[src/rtl/core/lsb_first_bit_field_unpacker_unit_defines.svh]
// Assertion macros for the LSB-first bit field unpacker.
// Used by the top level; the clock and reset names are those of that module.
`ifndef LSB_FIRST_BIT_FIELD_UNPACKER_UNIT_DEFINES_SVH
`define LSB_FIRST_BIT_FIELD_UNPACKER_UNIT_DEFINES_SVH

// The consequent must hold in the same cycle as the antecedent.
`define LBFU_ASSERT_IMPLY(label, ante, cons, msg) \
    label: assert property (@(posedge i_clk) disable iff (!i_rst_n) (ante) |-> (cons)) \
        else $error(msg);

// The consequent must hold in the cycle after the antecedent.
`define LBFU_ASSERT_NEXT(label, ante, cons, msg) \
    label: assert property (@(posedge i_clk) disable iff (!i_rst_n) (ante) |=> (cons)) \
        else $error(msg);

`endif

[src/rtl/core/lbfu_pkg.sv]
// Shared constants, codes and types of the LSB-first bit field unpacker.
// No dependencies.
`timescale 1ns / 1ps

package lbfu_pkg;

    localparam int WORD_W    = 32;
    localparam int CFG_W     = 11;
    localparam int KIND_W    = 2;
    localparam int CNT_W     = 6;
    localparam int STAT_W    = 2;
    localparam int MAX_WORDS = 256;
    localparam int ADDR_W    = (MAX_WORDS > 1) ? $clog2(MAX_WORDS) : 1;
    localparam int PTR_W     = $clog2(MAX_WORDS + 1);
    localparam int SCR_W     = 64;
    localparam int FILL_W    = 7;
    localparam int CONS_W    = 14;
    localparam int Q_DEPTH   = 2;
    localparam int QPTR_W    = 1;
    localparam int QCNT_W    = 2;

    typedef enum logic [KIND_W-1:0] {
        K_LOAD    = 2'd0,
        K_READ    = 2'd1,
        K_ALIGN   = 2'd2,
        K_RESTART = 2'd3
    } t_kind;

    typedef enum logic [2:0] {
        OP_LOAD,
        OP_READ,
        OP_ALIGN,
        OP_RESTART,
        OP_BADCNT
    } t_op;

    typedef enum logic [STAT_W-1:0] {
        ST_OK       = 2'd0,
        ST_OVERRUN  = 2'd1,
        ST_PADDING  = 2'd2,
        ST_BADCOUNT = 2'd3
    } t_status;

    typedef struct packed {
        t_op               op;
        logic [WORD_W-1:0] data;
        logic [CNT_W-1:0]  count;
    } t_entry;

    typedef struct packed {
        logic full;
        logic empty;
    } t_q_status;

    typedef struct packed {
        logic              issue_fire;
        logic              exec_pending;
        logic [PTR_W-1:0]  load_ptr;
        logic [PTR_W-1:0]  fetch_idx;
    } t_back_status;

endpackage

[src/rtl/core/lbfu_queue.sv]
// Two-entry queue between the front end and the execution back end.
// Depends on lbfu_pkg.
`timescale 1ns / 1ps

module lbfu_queue (
    input  logic                i_clk,
    input  logic                i_rst_n,
    input  logic                i_push,
    input  lbfu_pkg::t_entry    i_entry,
    input  logic                i_pop,
    output lbfu_pkg::t_entry    o_head,
    output lbfu_pkg::t_q_status o_status
);
    import lbfu_pkg::*;

    t_entry             r_mem [Q_DEPTH];
    logic [QPTR_W-1:0]  r_wr_ptr;
    logic [QPTR_W-1:0]  r_rd_ptr;
    logic [QCNT_W-1:0]  r_count;
    logic [QPTR_W-1:0]  n_wr_ptr;
    logic [QPTR_W-1:0]  n_rd_ptr;
    logic [QCNT_W-1:0]  n_count;

    assign o_head         = r_mem[r_rd_ptr];
    assign o_status.full  = (r_count == QCNT_W'(Q_DEPTH));
    assign o_status.empty = (r_count == '0);

    always_comb begin
        n_wr_ptr = r_wr_ptr;
        n_rd_ptr = r_rd_ptr;
        n_count  = r_count;
        if (i_push) begin
            n_wr_ptr = r_wr_ptr + 1'b1;
        end
        if (i_pop) begin
            n_rd_ptr = r_rd_ptr + 1'b1;
        end
        if (i_push && !i_pop) begin
            n_count = r_count + 1'b1;
        end else if (!i_push && i_pop) begin
            n_count = r_count - 1'b1;
        end
    end

    always_ff @(posedge i_clk) begin
        if (!i_rst_n) begin
            r_wr_ptr <= '0;
            r_rd_ptr <= '0;
            r_count  <= '0;
        end else begin
            r_wr_ptr <= n_wr_ptr;
            r_rd_ptr <= n_rd_ptr;
            r_count  <= n_count;
        end
    end

    always_ff @(posedge i_clk) begin
        if (i_push) begin
            r_mem[r_wr_ptr] <= i_entry;
        end
    end

endmodule

[config.mk]
export PLATFORM = sky130hd
export DESIGN_NAME = lbfu_queue
export DESIGN_NICKNAME = d
export VERILOG_FILES = /design/src/rtl/core/lsb_first_bit_field_unpacker_unit_defines.svh /design/src/rtl/core/lbfu_pkg.sv /design/src/rtl/core/lbfu_queue.sv
export SDC_FILE = /design/constraint.sdc
export NUM_CORES = 1
export LEC_CHECK = 0
export ABC_CLOCK_PERIOD_IN_PS = 3600
export BUFFER_PORTS_ARGS = -buffer_cell sky130_fd_sc_hd__buf_2
export CAP_MARGIN = 20
export CORE_MARGIN = 2
export CORE_UTILIZATION = 40
export CTS_BUF_LIST = sky130_fd_sc_hd__clkbuf_4 sky130_fd_sc_hd__clkbuf_8 sky130_fd_sc_hd__clkbuf_16
export CTS_CLUSTER_SIZE = 25
export DETAILED_ROUTE_END_ITERATION = 10
export PLACE_DENSITY_LB_ADDON = 0.08
export SYNTH_ARGS = -nofsm -noshare
export SYNTH_HDL_FRONTEND = slang
export SYNTH_SLANG_ARGS = --single-unit
[constraint.sdc]
create_clock -name i_clk -period 3.6 [get_ports i_clk]
set_clock_uncertainty 0.15 [all_clocks]
set_input_delay 0.72 -clock i_clk [delete_from_list [all_inputs] [get_ports i_clk]]
set_output_delay 0.72 -clock i_clk [all_outputs]
set_load 0.03 [all_outputs]
Yosys cells after proc, flatten, opt, wreduce, memory -nomap -nowiden. Memory sizes are Yosys's and may differ from the RTL's. A register that Yosys moved wholly into a read port is not among the register bits. Index checks and enable logic that the tools add are counted.

Register bits after elaboration: 4. Bits in writable memories: 82. Input bits: 45. Output and inout port bits: 43. Logic and storage cells: 21. Memories kept: 1.

Memory list: r_mem (words 2, width 41, read ports 1, clocked after Yosys merged registers in 1, wr ports 1, line lbfu_queue.sv:16) `t_entry r_mem [Q_DEPTH];`.

Add/sub/neg operators: 4. Equal/unequal tests: 1. Mux-type cells: 6. Reduce and logical (&&, ||, !) cells: 6.

Operators by type and width (number): 1-bit 2-to-1 mux (4); 2-bit 2-to-1 mux (2); 1-bit adder, second input constant (2); 2-bit by 1-bit adder with 2-bit output, second input constant (1); 2-bit equality test, second input constant (1); 1-bit logical AND (2); 1-bit logical NOT (2); 2-bit logical NOT (1); 2-bit nonzero test (1); 2-bit by 1-bit subtractor with 2-bit output, second input constant (1).

Depth between registers and ports, before layout.
Word-level depth: 4. Mapped depth: 5. Mapped depth without buffers: 5.

Least setup slack after synthesis. OpenSTA, ideal clock, no wires.

Kind: input port to flip-flop. Start point: input port i_push. End point: memory r_mem[0][0] in the netlist's numbering (enable). Setup time: 0.445 ns. Arrival time: 2.583 ns. Required time: 3.005 ns. Path slack: 0.422 ns. Stages: 1. Path buffers: 0. Cells stage by stage: nor2b_1.

Cells in the longest elaborated chain, start to end: 2.

RTL lines: start: declaration (line lbfu_queue.sv:8) `input logic i_push,`; 1-bit 2-to-1 mux (line lbfu_queue.sv:58) `if (i_push) begin`; 1-bit 2-to-1 mux (not written as such) (line lbfu_queue.sv:59) `r_mem[r_wr_ptr] <= i_entry;`; end: declaration (line lbfu_queue.sv:16).

No other way between the ends.

==> impl_metrics.tcl <==
set metrics [dict create \
    clock_insertion_delay_worst_skew_ns 0.33 \
    cts_root_buffer "sky130_fd_sc_hd__clkbuf_8" \
    first_global_vias 1684 \
    rows 32 \
    critical_path_startpoint_category "flip-flop" \
    synth_area_sq_um 3170 \
    largest_fanout_on_the_critical_path 33 \
    cp_slowest_stage_delay_ns 0.45 \
    number_of_antenna_violations_at_the_first_check_in_global_routing 0 \
    p_total_mw 2.19 \
    core_sq_um 7690 \
    combPwrFrac 0.138 \
    max_clock_freq_mhz 371 \
    critical_path.cell_chain "buf_4 -> mux2_2 -> buf_2" \
    drt-total-wl_mm 5.26 \
    postSynthAreaPerCell_sq_um 21.1 \
    report.final.hold_viol_count 0 \
    layout.cells.most_common_list "87 x sky130_fd_sc_hd__buf_2, 82 x sky130_fd_sc_hd__edfxtp_1, 39 x sky130_fd_sc_hd__mux2_2, 9 x sky130_fd_sc_hd__clkbuf_8" \
    area.growth.synth_to_final_pct 24.7 \
    synth.lib_cells_used.distinct 17 \
    globalRoute.busiestLayer "met2" \
    worst_setup_hold_path_clk_slew_ns 0.07 \
    classification_of_the_worst_slack_hold_path "reg2reg" \
    setup_viol_count_final 0 \
    grt_use_met3 0.0314 \
    detailed_place_hpwl_mm 3.43 \
    die_y_microns 93.0 \
    diodes 0 \
    vdd_drop_max_mv 0.252 \
    worst_slack_ns 0.905 \
    pwr-share-clk 0.320 \
    cts_max_path_buffers 2 \
    cts-htree-levels 3 \
    fin_crit_ns 2.69 \
    proportion_of_synthesized_chip_area_in_sequential_cells 0.809 \
    cts_hold_buffers 0 \
    setup_tns_ns 0 \
    crit_family "buffers and inverters" \
    global_route.overflow_total 0 \
    dieArea_sq_um 8650 \
    tritoncts_num_sinks 87 \
    endpoint_kind "output port" \
    intPower_mw 1.67 \
    placed_cells_incl_taps 338 \
    cellLeakagePower_nw 1.49 \
    finalNetCount 293 \
    pin_count_of_the_biggest_net_entering_global_routing 34 \
    fin_crit_sh 0.748 \
    worst-setup-path-type "reg2out" \
    post_drt_via_cell_ratio 4.58 \
    placement.setup.worst_slack_ns 1.23 \
    final_design_area_no_fill_sq_um 3950 \
    routed_wire_per_std_cell_microns 15.0 \
    powerDensity_nw_per_um2 553 \
    layoutNonFillerInstCount 352 \
    critical_path_arrival_ns 1.82 \
    cts-resized-gates 0 \
    grtUsageMet2 0.209 \
    run_status "complete, no violations" \
    quantity_of_i_o_buffers_inserted_on_ports 87 \
    final_antenna_net_count 0 \
    tritoncts "done" \
    dpl_cell_area_sq_um 3750 \
    cp.buffers_inverters 2 \
    seq_pwr_share 0.542 \
    critical-path-slowest-cell "sky130_fd_sc_hd__dfxtp_2" \
    gp_routability_congestion 0.690 \
    synthesis.nets 196 \
    synth.yosys.warnings 0 \
    critPathRequiredTime_ns 2.73 \
    grt_pass1_wl_mm 8.27 \
    tightestPinTransition_ns 0.668 \
    io-pin-count 88 \
    tritoncts.num_buffers 9 \
    drt_pass1_iterations 2 \
    dieWidth_microns 93.0 \
    synthCells 150 \
    finalMaxSlewViolations 0 \
    grt_setup_unrepaired "false" \
    most_frequent_standard_cell_in_the_layout_excluding_fill_and_tap_cells "sky130_fd_sc_hd__buf_2" \
    drive_above_1_share 0.592 \
    number_of_post_cts_setup_repair_buffers 0 \
    yosys_register_bits 87 \
    max-cap-violations 0 \
    timing.slew.headroom 0.554 \
    initial_util 0.412 \
    post-route-drc-count 0 \
    drt-initial-drc-count 41 \
    detailroute.via_count 1613 \
    fillers 687 \
    net-switching-power_mw 0.517 \
    power.share.switching 0.237 \
    grtUsageMet1 0.162 \
    global_route.usage.total 0.129 \
]
## path summary, 6_finish.rpt
check             cells past startpoint      endpoint  slack, ns  startpoint
hold reg to reg                       2    r_count[1]       0.36  r_count[1]
setup / recovery                      3    o_head[32]       0.91   flip-flop
setup reg to reg                      2  r_mem[1][20]       1.85    r_wr_ptr
hold / removal                        2    r_count[1]       0.36  r_count[1]
## area by class of cell
cell class                      instances  area, sq um  share of cell area
Timing Repair Buffer                   91          465               0.118
Tap cell                              102          128              0.0323
Sequential cell                        87         2560               0.649
Clock buffer                           10          131              0.0333
Inverter                                1         3.75            0.000950
Clock inverter                          4         72.6              0.0184
Multi-Input combinational cell         57          586               0.148
## per-stage QoR
step / hold slack [ns] / util
finish: 0.364 / 0.514
global route: 0.398 / 0.514
CTS: 0.373 / 0.514
detailed placement: 0.362 / 0.487
global placement: 0.347 / 0.487
floorplan: 0.316 / -
## registers in the layout, indices dropped and copies added, names as in the netlist, named ones only
register and flops:
r_mem 82, r_count 2, r_rd_ptr 1, r_wr_ptr 1
## power by group through the flow
stage / clock network (mW) / registers (mW) / logic (mW)
floorplan: 0 / 1.20 / 0.215
global placement: 0 / 1.21 / 0.306
detailed placement: 0 / 1.21 / 0.307
CTS: 0.722 / 1.18 / 0.309
global route: 0.751 / 1.19 / 0.325
finish: 0.699 / 1.18 / 0.303
## synthesized netlist by cell type
cell	count	area share
sky130_fd_sc_hd__and2_1	4	0.0079
sky130_fd_sc_hd__o21ai_0	1	0.0016
sky130_fd_sc_hd__ha_1	1	0.0039
sky130_fd_sc_hd__xnor2_1	1	0.0028
sky130_fd_sc_hd__dfxtp_1	5	0.032
sky130_fd_sc_hd__inv_1	1	0.0012
sky130_fd_sc_hd__buf_2	5	0.0079
sky130_fd_sc_hd__or3_1	1	0.0020
sky130_fd_sc_hd__nor2b_1	2	0.0039
sky130_fd_sc_hd__mux2_2	39	0.14
sky130_fd_sc_hd__nor2_1	1	0.0012
sky130_fd_sc_hd__and2b_2	1	0.0028
sky130_fd_sc_hd__mux2_1	2	0.0071
sky130_fd_sc_hd__o21a_1	1	0.0024
sky130_fd_sc_hd__edfxtp_1	82	0.78
sky130_fd_sc_hd__xor2_1	2	0.0055
sky130_fd_sc_hd__a21boi_1	1	0.0024
## kinds of logic after synthesis
logic type	after synthesis	share of synthesized area
simple gates	9	0.0178
xor+xnor	3	0.00830
fa+ha+maj	1	0.00395
compound gates	3	0.00632
buf+inv	6	0.00908
mux	41	0.146
flops	87	0.809
## worst reg2reg max path, stage by stage (launching register included)
cell                      delay [ns]
sky130_fd_sc_hd__dfxtp_1        0.38
sky130_fd_sc_hd__and2_2         0.61
sky130_fd_sc_hd__buf_4          0.31
## per-layer routing
metal | share of wire | wire [microns]
met4 | 0.014 | 72
met1 | 0.44 | 2290
met2 | 0.49 | 2600
met5 | 0 | 0
met3 | 0.058 | 306
Note: power is estimated with default switching activity, not from simulation.
